===== config.mk =====
export PLATFORM = sky130hd
export DESIGN_NAME = varint_length_prefixed_deframer
export DESIGN_NICKNAME = d
export VERILOG_FILES = /design/src/rtl/vlpd_pkg.sv /design/src/rtl/varint_length_prefixed_deframer.sv /design/src/rtl/vlpd_in_reg.sv /design/src/rtl/vlpd_parser.sv /design/src/rtl/vlpd_out_reg.sv
export VERILOG_INCLUDE_DIRS = /design/src /design/src/rtl
export SDC_FILE = /design/constraint.sdc
export NUM_CORES = 1
export LEC_CHECK = 0
export ABC_AREA = 1
export BUFFER_PORTS_ARGS = -buffer_cell sky130_fd_sc_hd__buf_2
export CAP_MARGIN = 20
export CORE_MARGIN = 2
export CORE_UTILIZATION = 54
export CTS_BUF_LIST = sky130_fd_sc_hd__clkbuf_16
export DETAILED_ROUTE_END_ITERATION = 10
export PLACE_DENSITY = 0.81
export SLEW_MARGIN = 20
export SYNTH_ARGS = -nofsm -noshare
export SYNTH_HDL_FRONTEND = slang
export SYNTH_SLANG_ARGS = --single-unit

===== constraint.sdc =====
create_clock -name clk -period 5.63 [get_ports clk]
set_input_delay 0.563 -clock clk [delete_from_list [all_inputs] [get_ports clk]]
set_output_delay 0.563 -clock clk [all_outputs]
set_load 0.01 [all_outputs]

===== src/rtl/varint_length_prefixed_deframer_macros.svh =====
// Assertion macros used by the deframer parser RTL.
`ifndef VARINT_LENGTH_PREFIXED_DEFRAMER_MACROS_SVH
`define VARINT_LENGTH_PREFIXED_DEFRAMER_MACROS_SVH

`ifndef NO_ASSERTIONS

// When cond holds at a clock edge, prop must hold at the same edge.
`define VLPD_ASSERT_SAME(label, clk, rst, cond, prop, msg) \
  label: assert property (@(posedge clk) disable iff (rst) (cond) |-> (prop)) \
    else $error(msg);

// When cond holds at a clock edge, prop must hold at the next edge.
`define VLPD_ASSERT_NEXT(label, clk, rst, cond, prop, msg) \
  label: assert property (@(posedge clk) disable iff (rst) (cond) |=> (prop)) \
    else $error(msg);

`else

`define VLPD_ASSERT_SAME(label, clk, rst, cond, prop, msg)
`define VLPD_ASSERT_NEXT(label, clk, rst, cond, prop, msg)

`endif

`endif


===== src/rtl/vlpd_pkg.sv =====
// Types and constants of the length-prefixed VarInt deframer.
`default_nettype none

package vlpd_pkg;

  localparam logic [2:0]  LEN_VARINT_MAX_BYTES = 3'd3;
  localparam logic [2:0]  ID_VARINT_MAX_BYTES  = 3'd5;
  localparam logic [20:0] MAX_LENGTH_RESET     = 21'h1FFFFF;
  localparam int          TDATA_WIDTH          = 64;

  typedef enum logic [1:0] {
    PH_LEN = 2'd0,
    PH_ID  = 2'd1,
    PH_PAY = 2'd2
  } parse_phase_t;

  typedef enum logic [2:0] {
    KIND_PAYLOAD      = 3'd0,
    KIND_EMPTY        = 3'd1,
    KIND_LEN_TOO_LONG = 3'd2,
    KIND_ID_TOO_LONG  = 3'd3,
    KIND_LEN_BELOW_ID = 3'd4,
    KIND_OVER_MAX     = 3'd5
  } result_kind_t;

  typedef struct packed {
    result_kind_t kind;
    logic [31:0]  packet_id;
    logic [7:0]   payload_byte;
    logic         last_of_packet;
    logic         proto_phase;
    logic [20:0]  packet_length;
  } result_t;

endpackage

`default_nettype wire


===== src/rtl/varint_length_prefixed_deframer.sv =====
// Path: input register, combinational parser, result register that holds the output beat.
// Throughput: one byte per cycle unless the output stalls; state updates once per byte.
// Bytes that give no beat keep flowing while a beat waits on the output; a byte that
// gives a beat holds the input until the result register can take it.
// Reset (rst, synchronous): parser returns to reading a length, protocol phase to
// handshake, both stream sides empty, max_length to 2097151.
`default_nettype none

module varint_length_prefixed_deframer
  import vlpd_pkg::*;
(
  input  wire logic                   clk,
  input  wire logic                   rst,
  input  wire logic                   cfg_wr_en,
  input  wire logic [20:0]            cfg_wr_data,    // max_length
  input  wire logic                   s_axis_tvalid,
  output logic                        s_axis_tready,
  input  wire logic [7:0]             s_axis_tdata,   // data_byte[7:0]
  output logic                        m_axis_tvalid,
  input  wire logic                   m_axis_tready,
  // packet_id[31:0], payload_byte[39:32], proto_phase[40], packet_length[61:41], zero[63:62]
  output logic [TDATA_WIDTH-1:0]      m_axis_tdata,
  // result_kind[2:0]
  output logic [2:0]                  m_axis_tuser,
  output logic                        m_axis_tlast
);

  logic       take;
  logic       byte_valid;
  logic [7:0] data_byte;
  logic       out_ready;
  logic       res_valid;
  result_t    res;

  vlpd_in_reg u_in_reg (
    .clk           (clk),
    .rst           (rst),
    .s_axis_tvalid (s_axis_tvalid),
    .s_axis_tready (s_axis_tready),
    .s_axis_tdata  (s_axis_tdata),
    .take          (take),
    .byte_valid    (byte_valid),
    .data_byte     (data_byte)
  );

  vlpd_parser u_parser (
    .clk         (clk),
    .rst         (rst),
    .cfg_wr_en   (cfg_wr_en),
    .cfg_wr_data (cfg_wr_data),
    .byte_valid  (byte_valid),
    .data_byte   (data_byte),
    .out_ready   (out_ready),
    .take        (take),
    .res_valid   (res_valid),
    .res         (res)
  );

  vlpd_out_reg u_out_reg (
    .clk           (clk),
    .rst           (rst),
    .load          (res_valid),
    .res           (res),
    .can_load      (out_ready),
    .m_axis_tvalid (m_axis_tvalid),
    .m_axis_tready (m_axis_tready),
    .m_axis_tdata  (m_axis_tdata),
    .m_axis_tuser  (m_axis_tuser),
    .m_axis_tlast  (m_axis_tlast)
  );

endmodule

`default_nettype wire


===== src/rtl/vlpd_in_reg.sv =====
// Input register that holds one received byte until the parser takes it.
`default_nettype none

module vlpd_in_reg
  import vlpd_pkg::*;
(
  input  wire logic       clk,
  input  wire logic       rst,
  input  wire logic       s_axis_tvalid,
  output logic            s_axis_tready,
  input  wire logic [7:0] s_axis_tdata,   // data_byte
  input  wire logic       take,
  output logic            byte_valid,
  output logic [7:0]      data_byte
);

  assign s_axis_tready = !byte_valid || take;

  always_ff @(posedge clk) begin
    if (rst) begin
      byte_valid <= 1'b0;
    end else if (s_axis_tvalid && s_axis_tready) begin
      byte_valid <= 1'b1;
    end else if (take) begin
      byte_valid <= 1'b0;
    end
  end

  always_ff @(posedge clk) begin
    if (s_axis_tvalid && s_axis_tready) begin
      data_byte <= s_axis_tdata;
    end
  end

endmodule

`default_nettype wire


===== src/rtl/vlpd_parser.sv =====
// Framing state machine: VarInt length and id decode, payload count, errors.
`default_nettype none

`include "varint_length_prefixed_deframer_macros.svh"

module vlpd_parser
  import vlpd_pkg::*;
(
  input  wire logic        clk,
  input  wire logic        rst,
  input  wire logic        cfg_wr_en,
  input  wire logic [20:0] cfg_wr_data,
  input  wire logic        byte_valid,
  input  wire logic [7:0]  data_byte,
  input  wire logic        out_ready,
  output logic             take,
  output logic             res_valid,
  output result_t          res
);

  parse_phase_t parse_phase, parse_phase_next;
  logic [31:0]  varint_accum, varint_accum_next;
  logic [2:0]   varint_byte_count, varint_byte_count_next;
  logic [20:0]  length_value, length_value_next;
  logic [20:0]  bytes_remaining, bytes_remaining_next;
  logic [31:0]  current_id, current_id_next;
  logic         protocol_phase, protocol_phase_next;
  logic         packet_phase, packet_phase_next;
  logic [20:0]  max_length;

  logic         more;
  logic [31:0]  shifted;
  logic [31:0]  accum_new;
  logic [2:0]   count_new;
  logic [20:0]  count_ext;
  logic [20:0]  rem_dec;
  logic [20:0]  id_rem;

  // Decisions for the byte at hand.
  logic         err;
  result_kind_t err_kind;
  logic [20:0]  err_len;
  logic         pay_last;
  logic         id_done;
  logic         id_empty;
  logic         len_done;
  logic         produces;

  assign more      = data_byte[7];
  assign accum_new = varint_accum | shifted;
  assign count_new = varint_byte_count + 3'd1;
  assign count_ext = {18'd0, count_new};
  assign rem_dec   = bytes_remaining - 21'd1;
  assign id_rem    = length_value - count_ext;

  always_comb begin
    case (varint_byte_count)
      3'd0:    shifted = {25'd0, data_byte[6:0]};
      3'd1:    shifted = {18'd0, data_byte[6:0], 7'd0};
      3'd2:    shifted = {11'd0, data_byte[6:0], 14'd0};
      3'd3:    shifted = {4'd0, data_byte[6:0], 21'd0};
      3'd4:    shifted = {data_byte[3:0], 28'd0};
      default: shifted = 32'd0;
    endcase
  end

  always_comb begin
    err      = 1'b0;
    err_kind = KIND_LEN_TOO_LONG;
    err_len  = 21'd0;
    pay_last = 1'b0;
    id_done  = 1'b0;
    id_empty = 1'b0;
    len_done = 1'b0;
    produces = 1'b0;
    case (parse_phase)
      PH_PAY: begin
        pay_last = (rem_dec == 21'd0);
        produces = 1'b1;
      end
      PH_ID: begin
        if (more) begin
          if (count_new >= ID_VARINT_MAX_BYTES) begin
            err      = 1'b1;
            err_kind = KIND_ID_TOO_LONG;
            err_len  = length_value;
          end else if (count_ext >= length_value) begin
            err      = 1'b1;
            err_kind = KIND_LEN_BELOW_ID;
            err_len  = length_value;
          end
        end else begin
          id_done  = 1'b1;
          id_empty = (id_rem == 21'd0);
        end
        produces = err || id_empty;
      end
      default: begin
        if (more) begin
          if (count_new >= LEN_VARINT_MAX_BYTES) begin
            err      = 1'b1;
            err_kind = KIND_LEN_TOO_LONG;
          end
        end else if (accum_new > {11'd0, max_length}) begin
          err      = 1'b1;
          err_kind = KIND_OVER_MAX;
          err_len  = accum_new[20:0];
        end else if (accum_new[20:0] == 21'd0) begin
          err      = 1'b1;
          err_kind = KIND_LEN_BELOW_ID;
        end else begin
          len_done = 1'b1;
        end
        produces = err;
      end
    endcase
  end

  // A byte that yields nothing can advance even while the result register is full.
  assign take = byte_valid && (out_ready || !produces);

  // Next state.
  always_comb begin
    parse_phase_next       = parse_phase;
    varint_accum_next      = varint_accum;
    varint_byte_count_next = varint_byte_count;
    length_value_next      = length_value;
    bytes_remaining_next   = bytes_remaining;
    current_id_next        = current_id;
    protocol_phase_next    = protocol_phase;
    packet_phase_next      = packet_phase;
    if (take) begin
      case (parse_phase)
        PH_PAY: begin
          bytes_remaining_next = rem_dec;
          if (pay_last) begin
            parse_phase_next       = PH_LEN;
            varint_accum_next      = 32'd0;
            varint_byte_count_next = 3'd0;
          end
        end
        PH_ID: begin
          varint_accum_next      = accum_new;
          varint_byte_count_next = count_new;
          if (err) begin
            parse_phase_next       = PH_LEN;
            varint_accum_next      = 32'd0;
            varint_byte_count_next = 3'd0;
          end else if (id_done) begin
            current_id_next      = accum_new;
            packet_phase_next    = protocol_phase;
            bytes_remaining_next = id_rem;
            if (accum_new == 32'd0 && !protocol_phase) begin
              protocol_phase_next = 1'b1;
            end
            parse_phase_next       = id_empty ? PH_LEN : PH_PAY;
            varint_accum_next      = 32'd0;
            varint_byte_count_next = 3'd0;
          end
        end
        default: begin
          varint_accum_next      = accum_new;
          varint_byte_count_next = count_new;
          parse_phase_next       = PH_LEN;
          if (!more && !err) begin
            length_value_next = accum_new[20:0];
          end
          if (err || len_done) begin
            parse_phase_next       = err ? PH_LEN : PH_ID;
            varint_accum_next      = 32'd0;
            varint_byte_count_next = 3'd0;
          end
        end
      endcase
    end
  end

  // Result of the byte at hand.
  always_comb begin
    res_valid          = take && produces;
    res.kind           = KIND_PAYLOAD;
    res.packet_id      = 32'd0;
    res.payload_byte   = 8'd0;
    res.last_of_packet = 1'b1;
    res.proto_phase    = protocol_phase;
    res.packet_length  = err_len;
    if (!err) begin
      case (parse_phase)
        PH_PAY: begin
          res.packet_id      = current_id;
          res.payload_byte   = data_byte;
          res.last_of_packet = pay_last;
          res.proto_phase    = packet_phase;
          res.packet_length  = length_value;
        end
        PH_ID: begin
          res.kind          = KIND_EMPTY;
          res.packet_id     = accum_new;
          res.packet_length = length_value;
        end
        default: begin
          res.kind = KIND_PAYLOAD;
        end
      endcase
    end else begin
      res.kind = err_kind;
    end
  end

  always_ff @(posedge clk) begin
    if (rst) begin
      parse_phase       <= PH_LEN;
      varint_accum      <= 32'd0;
      varint_byte_count <= 3'd0;
      length_value      <= 21'd0;
      bytes_remaining   <= 21'd0;
      current_id        <= 32'd0;
      protocol_phase    <= 1'b0;
      packet_phase      <= 1'b0;
    end else begin
      parse_phase       <= parse_phase_next;
      varint_accum      <= varint_accum_next;
      varint_byte_count <= varint_byte_count_next;
      length_value      <= length_value_next;
      bytes_remaining   <= bytes_remaining_next;
      current_id        <= current_id_next;
      protocol_phase    <= protocol_phase_next;
      packet_phase      <= packet_phase_next;
    end
  end

  always_ff @(posedge clk) begin
    if (rst) begin
      max_length <= MAX_LENGTH_RESET;
    end else if (cfg_wr_en) begin
      max_length <= cfg_wr_data;
    end
  end

  `VLPD_ASSERT_SAME(a_pay_nonzero, clk, rst, parse_phase == PH_PAY, bytes_remaining != 21'd0, "payload phase with no bytes left")
  `VLPD_ASSERT_SAME(a_id_fits, clk, rst, parse_phase == PH_ID, {18'd0, varint_byte_count} < length_value, "id bytes already fill the length")
  `VLPD_ASSERT_SAME(a_len_count, clk, rst, parse_phase == PH_LEN, varint_byte_count < LEN_VARINT_MAX_BYTES, "length VarInt count out of range")
  `VLPD_ASSERT_NEXT(a_proto_sticky, clk, rst, protocol_phase, protocol_phase, "protocol phase left login")

endmodule

`default_nettype wire


===== src/rtl/vlpd_out_reg.sv =====
// Result register that presents one result beat on the output stream.
`default_nettype none

module vlpd_out_reg
  import vlpd_pkg::*;
(
  input  wire logic                   clk,
  input  wire logic                   rst,
  input  wire logic                   load,
  input  wire result_t                res,
  output logic                        can_load,
  output logic                        m_axis_tvalid,
  input  wire logic                   m_axis_tready,
  // packet_id[31:0], payload_byte[39:32], proto_phase[40], packet_length[61:41], zero[63:62]
  output logic [TDATA_WIDTH-1:0]      m_axis_tdata,
  // result_kind[2:0]
  output logic [2:0]                  m_axis_tuser,
  output logic                        m_axis_tlast
);

  assign can_load = !m_axis_tvalid || m_axis_tready;

  always_ff @(posedge clk) begin
    if (rst) begin
      m_axis_tvalid <= 1'b0;
    end else if (load) begin
      m_axis_tvalid <= 1'b1;
    end else if (m_axis_tready) begin
      m_axis_tvalid <= 1'b0;
    end
  end

  always_ff @(posedge clk) begin
    if (load) begin
      m_axis_tdata <= {2'b00, res.packet_length, res.proto_phase, res.payload_byte,
                       res.packet_id};
      m_axis_tuser <= res.kind;
      m_axis_tlast <= res.last_of_packet;
    end
  end

endmodule

`default_nettype wire

==> results of run 1 <==
[critical path, stage by stage (launching register included)]
cell      delay (ns)
dfxtp_1         0.35
inv_1           0.18
ha_1            0.24
nand2_2         0.20
o21ai_1         0.54
ha_1            0.25
nand3_1         0.08
nor2_1          0.15
nand3_1         0.10
nor3_1          0.36
nand3b_1        0.17
nand2_1         0.15
nand3_1         0.12
nand2_1         0.08
nand2_1         0.11
nand3_4         0.44
nand3_2         0.72
o21ai_1         0.46
nor2_1          0.07
[how the worst max path moves through the flow]
stage / to / from
after floorplan: u_out_reg.m_axis_tdata[0] / u_parser.varint_byte_count[0]
after global placement: u_parser.length_value[13] / u_parser.varint_byte_count[0]
after detailed placement: u_parser.length_value[13] / u_parser.varint_byte_count[0]
after CTS: u_parser.length_value[13] / u_parser.varint_byte_count[0]
after global routing: u_parser.length_value[16] / u_parser.varint_byte_count[0]
final: u_parser.length_value[13] / u_parser.varint_byte_count[0]
[Yosys cell counts, drive strengths merged]
| cell | n |
|---|---|
| a21o | 1 |
| edfxtp | 74 |
| ha | 33 |
| nand2 | 322 |
| dfxtp | 136 |
| nand3b | 2 |
| o311ai | 1 |
| o21ai | 88 |
| nor4 | 1 |
| conb | 1 |
| o31ai | 3 |
| o21a | 2 |
| clkbuf | 43 |
| o22ai | 21 |
| a31oi | 4 |
| nand3 | 49 |
| a21oi | 76 |
| a32oi | 32 |
| buf | 39 |
| nand4 | 91 |
| inv | 240 |
| xor2 | 16 |
| clkinv | 3 |
| nor2 | 252 |
| nor3 | 12 |
[through the flow]
step	setup WS [ns]	std cells	hold WS (ns)	instance area, sq um	power, uW
6_report	0.710	1894	0.224	12600	4000
3_5_place_dp	0.917	1852	0.454	11900	2610
2_1_floorplan	1.56	1543	0.435	11400	2380
4_1_cts	0.871	1894	0.214	12600	4000
3_3_place_gp	1.04	1852	0.449	11900	2600
5_1_grt	0.345	1894	0.217	12600	4200
[layout make-up]
cell class | count | share of cell area [%]
Inverter | 243 | 7.23
Multi-Input combinational cell | 1008 | 40.4
Clock inverter | 19 | 0.922
Tap cell | 275 | 2.73
Sequential cell | 210 | 39.2
Clock buffer | 23 | 4.56
Timing Repair Buffer | 116 | 5.00
[state kept, by name, indices dropped and copies added (netlist names)]
signal	cells
u_out_reg.m_axis_tdata	62
u_parser.current_id	32
u_parser.varint_accum	32
u_parser.bytes_remaining	21
u_parser.length_value	21
u_parser.max_length	21
u_in_reg.data_byte	8
u_out_reg.m_axis_tuser	3
u_parser.varint_byte_count	3
u_parser.parse_phase	2
u_in_reg.byte_valid	1
u_out_reg.m_axis_tlast	1
u_out_reg.m_axis_tvalid	1
u_parser.packet_phase	1
u_parser.protocol_phase	1
[kinds of logic (layout without fill, tap and decap cells)]
group	count (synthesis)	after routing	synth area share [%]
AO/OA/AOI/OAI	228	228	12.1
XOR/XNOR	16	16	1.23
buffers and inverters	325	401	11.8
other	1	2	0.0330
flip-flops	210	210	43.5
adder cells (fa/ha/maj)	33	33	3.63
AND/OR/NAND/NOR	729	729	27.7
[metal layers]
layer,wire length [um],global-route usage [%],part of all wire (%),vias up
met4,1210,10.6,4.0,0
met5,0,0,0,-
met3,2590,4.86,8.5,95
met2,13900,43.9,46,462
li1,-,-,-,5162
met1,12800,36.7,42,4810
[power by group]
group	leakage [uW]	internal (uW)	switching (uW)
clock network	0.000373	787	612
registers	0.00181	1640	44.4
logic	0.00374	274	641
total	0.00593	2700	1300
==> run_results.csv, run 1 <==
group,metric,value,unit
cells_and_area,multi_input_area,5090,sq um
logic_synthesis,yosysWarnings,0,
logic_synthesis,synth-seq-cells,210,
cells_and_area,drive_above_1_share,13.0,%
cells_and_area,fin_nets,1669,
floorplanning,ios,104,
logic_synthesis,synth_cells,1542,
cells_and_area,fillerInstances,1893,
logic_synthesis,netlist_area,11400,sq um
cells_and_area,final_common_cell,"nand2_1",
timing,fin_crit,4.92,ns
clock_tree,post_cts_buffers,0,
floorplanning,die_area,22200,sq um
logic_synthesis,yosysTopAreaCell,"dfxtp_1",
logic_synthesis,synth_area_leaders,"dfxtp_1, edfxtp_1, nand2_1",
worst_setup_path,reg2regPathDepth,18,
timing,slew_violations,0,
worst_setup_path,r2r-start,"u_parser.varint_byte_count[0]",
place,io_buffers,101,
floorplanning,core,20800,sq um
place,place_hpwl,21100,um
global_route,overflow,0,
timing,relSlewSlack,28.6,%
clock_tree,postCtsHoldBufs,0,
clock_tree,clkTransAtPathRegs,0.06,ns
clock_tree,cts_root_buf,"clkbuf_16",
timing,hold_viol,0,
global_route,antenna_found_initial,0,
logic_synthesis,synth.top_cell.area_share,23.9,%
clock_tree,ctsResizeCount,0,
route,routed_wl,30400,um
floorplanning,initial_core_util,54.6,%
worst_setup_path,r2r_end,"u_parser.length_value[13]",
power_and_ir_drop,ir_drop,236,uV
global_route,track_usage,27.3,%
route,wire_per_inst,16.1,um
timing,finalCritPeriodShare,87.4,%
timing,tightest_slew,1.07,ns
run_status,status,"completed",
worst_setup_path,worstSetupStartpointType,"flop",
cells_and_area,utilization,60.6,%
route,drc_errors,0,
run,drv_cap,0,
timing,grt_setup_unrepaired,"no",
clock_tree,numCtsBuffers,23,
cells_and_area,area_growth,10.9,%
hold_path,hold_path.class,"primary input to flop",
clock_tree,clock_sinks,210,
place,finalWeightedCongestion,0.930,
cells_and_area,antenna_cells,0,
global_route,grt_pass1_wl,48700,um
clock_tree,cts_max_level,1,
power_and_ir_drop,p_per_area,317,nW/um^2
power_and_ir_drop,leakage,0.00593,uW
worst_setup_path,arrival,5.33,ns
worst_setup_path,worstSetupEndpointType,"flop",
timing,fmax,203,MHz
route,first_pass_iters,8,
route,ant_nets,0,
clock_tree,clock_latency,0.53,ns
clock_tree,cts_tree,"yes",
floorplanning,rows,53,
cells_and_area,mostFrequentLayoutCells,"nand2_1, nor2_1, inv_1",
timing,finClkSkew,0.0202,ns
logic_synthesis,ys_seq_area_share,43.5,%
route,vias,10500,
floorplanning,die_h,149,um
hold_path,min_from,"s_axis_tdata[0]",
floorplanning,die_w,149,um
timing,fin_setup_tns,0,ns
global_route,grt_pass1_vias,9553,
worst_setup_path,critPathMaxFanout,42,
worst_setup_path,required,6.04,ns
hold_path,holdPathStages,1,
worst_setup_path,worstSetupPathType,"flop to flop",
route,drt_iter0_markers,1193,
worst_setup_path,ff2ff_setup_slack,0.71,ns
clock_tree,cts.path.max_buffers,3,
logic_synthesis,avgSynthCellArea,7.38,sq um
timing,setup-violations-final,0,
cells_and_area,regArea,4950,sq um
route,viasPerCell,5.56,
hold_path,min_to,"u_in_reg.data_byte[0]",
global_route,grt_max_degree,62,
logic_synthesis,ys_types,39,
Power figures use the tool's default switching activity.
==> run 2: changes to the inputs <==
--- a/config.mk
+++ b/config.mk
@@ -6,7 +6,6 @@
 export SDC_FILE = /design/constraint.sdc
 export NUM_CORES = 1
 export LEC_CHECK = 0
-export ABC_AREA = 1
 export BUFFER_PORTS_ARGS = -buffer_cell sky130_fd_sc_hd__buf_2
 export CAP_MARGIN = 20
 export CORE_MARGIN = 2
==> run 2 against run 1 <==
Compared with the run above: clock-buffer cell count did not move; die area fell by 7.0%; global-route usage rose by 0.94 points; fmax fell by 10%; worst hold slack improved by 0.0064 ns; power fell by 11%; clock power rose by 3%; combinational power fell by 50%; design area fell by 5.5%; register-to-register slack got worse by 0.12 ns; clock skew rose by 0.0030 ns; critical endpoint is now s_axis_tready; largest cell class unchanged; largest power group unchanged; highest routed layer unchanged.
==> run_results.csv, run 2 <==
group,metric,value,unit
logic_synthesis,netlist_area,10600,sq um
global_route,grt_max_degree,85,
clock_tree,cts_root_buf,"clkbuf_16",
logic_synthesis,synth.top_cell.area_share,25.8,%
cells_and_area,top_register,"u_out_reg.m_axis_tdata",
route,drt_iter0_markers,972,
place,io_buffers,101,
logic_synthesis,ys_seq_area_share,46.8,%
cells_and_area,reg_top3,"u_out_reg.m_axis_tdata x62, u_parser.current_id x32, u_parser.varint_accum x32",
logic_synthesis,synth-seq-cells,210,
cells_and_area,fillerInstances,1604,
cells_and_area,fin_nets,1302,
worst_setup_path,worstSetupEndpointType,"output port",
cells_and_area,mostFrequentLayoutCells,"nor2_1, dfxtp_1, nand2_1",
timing,finalCritPeriodShare,97.3,%
cells_and_area,area_growth,13.0,%
cells_and_area,regArea,4940,sq um
floorplanning,initial_core_util,54.6,%
worst_setup_path,arrival,4.92,ns
global_route,overflow,0,
timing,relSlewSlack,35.4,%
logic_synthesis,ys_types,73,
floorplanning,die_w,144,um
logic_synthesis,synth_cells,1179,
floorplanning,ios,104,
cells_and_area,final_common_cell,"nor2_1",
worst_setup_path,crit_chain,"inv_1 > ha_1 > nor2b_1 > buf_4 > a21oi_2 > inv_1 > ha_1 > nand4_1 > or3_1 > nor3_2 > o211ai_1 > a211oi_2 > nor2_1 > o31ai_4 > or2_1 > buf_2",
route,wire_per_inst,19.2,um
cells_and_area,fin_cells,1517,
logic_synthesis,synth_ff_type,"dfxtp_1",
place,dp_cells,1474,
run_status,status,"completed",
run,drv_cap,0,
clock_tree,clkTransAtPathRegs,0.06,ns
route,vias,9347,
timing,finClkSkew,0.0232,ns
worst_setup_path,critPathMaxFanout,8,
floorplanning,rows,51,
route,routed_wl,29100,um
hold_path,hold_path.class,"primary input to flop",
global_route,grt_pass1_vias,8834,
route,first_pass_iters,6,
clock_tree,clock_latency,0.52,ns
worst_setup_path,slowest_delay,0.47,ns
cells_and_area,multi_input_area,5030,sq um
clock_tree,cts.path.max_buffers,3,
timing,tightest_slew,0.969,ns
logic_synthesis,synth_edf_count,74,
timing,hold_viol,0,
logic_synthesis,synth_commonest_cells,"nor2_1, dfxtp_1, nand2_1",
power_and_ir_drop,p_per_area,297,nW/um^2
logic_synthesis,synth_area_leaders,"dfxtp_1, edfxtp_1, nor2_1",
place,finalWeightedCongestion,0.973,
timing,slew_violations,0,
logic_synthesis,avgSynthCellArea,8.96,sq um
clock_tree,clock_sinks,210,
global_route,antenna_found_initial,0,
route,ant_nets,0,
clock_tree,cts_max_level,1,
cells_and_area,drive_above_1_share,14.7,%
worst_setup_path,cp_slowest_cell,"or3_1",
timing,setup-violations-final,0,
clock_tree,postCtsHoldBufs,0,
floorplanning,die_area,20700,sq um
power_and_ir_drop,leakage,0.00478,uW
global_route,track_usage,28.2,%
worst_setup_path,required,5.07,ns
timing,fin_crit,5.48,ns
place,place_hpwl,20300,um
route,viasPerCell,6.16,
floorplanning,die_h,144,um
timing,fmax,183,MHz
clock_tree,numCtsBuffers,23,
worst_setup_path,worstSetupPathType,"flop to output port",
cells_and_area,largest_reg_flops,62,
clock_tree,cts_tree,"yes",
logic_synthesis,yosys.cell_count.top_type,"nor2_1",
global_route,grt_pass1_wl,46200,um
floorplanning,core,19300,sq um
power_and_ir_drop,ir_drop,276,uV
worst_setup_path,worstSetupStartpointType,"flop",
timing,whs,0.231,ns
logic_synthesis,async_flop_share,0,%
route,drc_errors,0,
logic_synthesis,yosysTopAreaCell,"dfxtp_1",
logic_synthesis,yosysWarnings,0,
cells_and_area,antenna_cells,0,
-- run 2: area by class of cell --
| type | count | area share, % |
|---|---|---|
| timing repair buffer | 111 | 4.97 |
| inverter | 82 | 2.58 |
| tap | 265 | 2.78 |
| multi-input combinational | 807 | 42.2 |
| sequential | 210 | 41.4 |
| clock buffer | 23 | 4.82 |
| clock inverter | 19 | 1.23 |
-- run 2: path summary, 6_finish.rpt --
check / start / to / slack, ns / cells past startpoint
min: s_axis_tdata[3] / u_in_reg.data_byte[3] / 0.23 / 1
max reg2reg: u_parser.varint_byte_count[0] / u_parser.current_id[29] / 0.59 / 18
max: u_parser.varint_byte_count[0] / s_axis_tready / 0.15 / 16
min reg2reg: u_parser.length_value[0] / u_parser.length_value[0] / 0.45 / 2
-- run 2: power breakdown --
| group | leakage [uW] | switching [uW] | internal, uW |
|---|---|---|---|
| registers | 0.00184 | 37.9 | 1600 |
| clock network | 0.000360 | 608 | 836 |
| logic | 0.00258 | 290 | 168 |
-- run 2: what timing repair did --
action | in CTS | in global routing
cloned | 0 | 0
endpoints found under the setup margin | 1 | 1
gates resized for setup | 2 | 9
pin swaps | 0 | 1
buffers inserted | 0 | 1
-- run 2: metal layers --
metal	GRT usage (%)	up-vias	part of all wire [%]
met3	5.53	83	8.3
li1	-	4385	-
met4	10.2	0	3.6
met5	0	-	0
met1	36.2	4419	40
met2	47.4	460	48
-- run 2: metrics by stage --
step	cell area, sq um	utilization [%]	worst slack (ns)	setup TNS, ns	power [uW]
floorplan	10600	-	0.578	0	2000
global placement	11100	57.7	0.499	0	2110
detailed placement	11100	57.7	0.433	0	2120
CTS	11900	61.4	0.0388	0	3550
global route	11900	61.7	-0.0175	-0.0175	3670
finish	11900	61.7	0.151	0	3540
-- run 2: logic make-up after synthesis --
| group | after synthesis | synth area share (%) |
|---|---|---|
| buffers and inverters | 163 | 6.46 |
| XOR/XNOR | 19 | 1.58 |
| adder cells (fa/ha/maj) | 34 | 4.00 |
| flip-flops | 210 | 46.8 |
| AO/OA/AOI/OAI | 324 | 20.9 |
| multiplexers | 19 | 1.82 |
| AND/OR/NAND/NOR | 409 | 18.4 |
| other | 1 | 0.0355 |
-- run 2: critical path: cells and delay by family (launching register included) --
| kind | cells | cell delay [ns] |
|---|---|---|
| adders and majority gates | 2 | 0.59 |
| DFF | 1 | 0.46 |
| buffers and inverters | 4 | 0.64 |
| and+or+nand+nor | 6 | 1.55 |
| AOI/OAI and AO/OA | 4 | 1.16 |
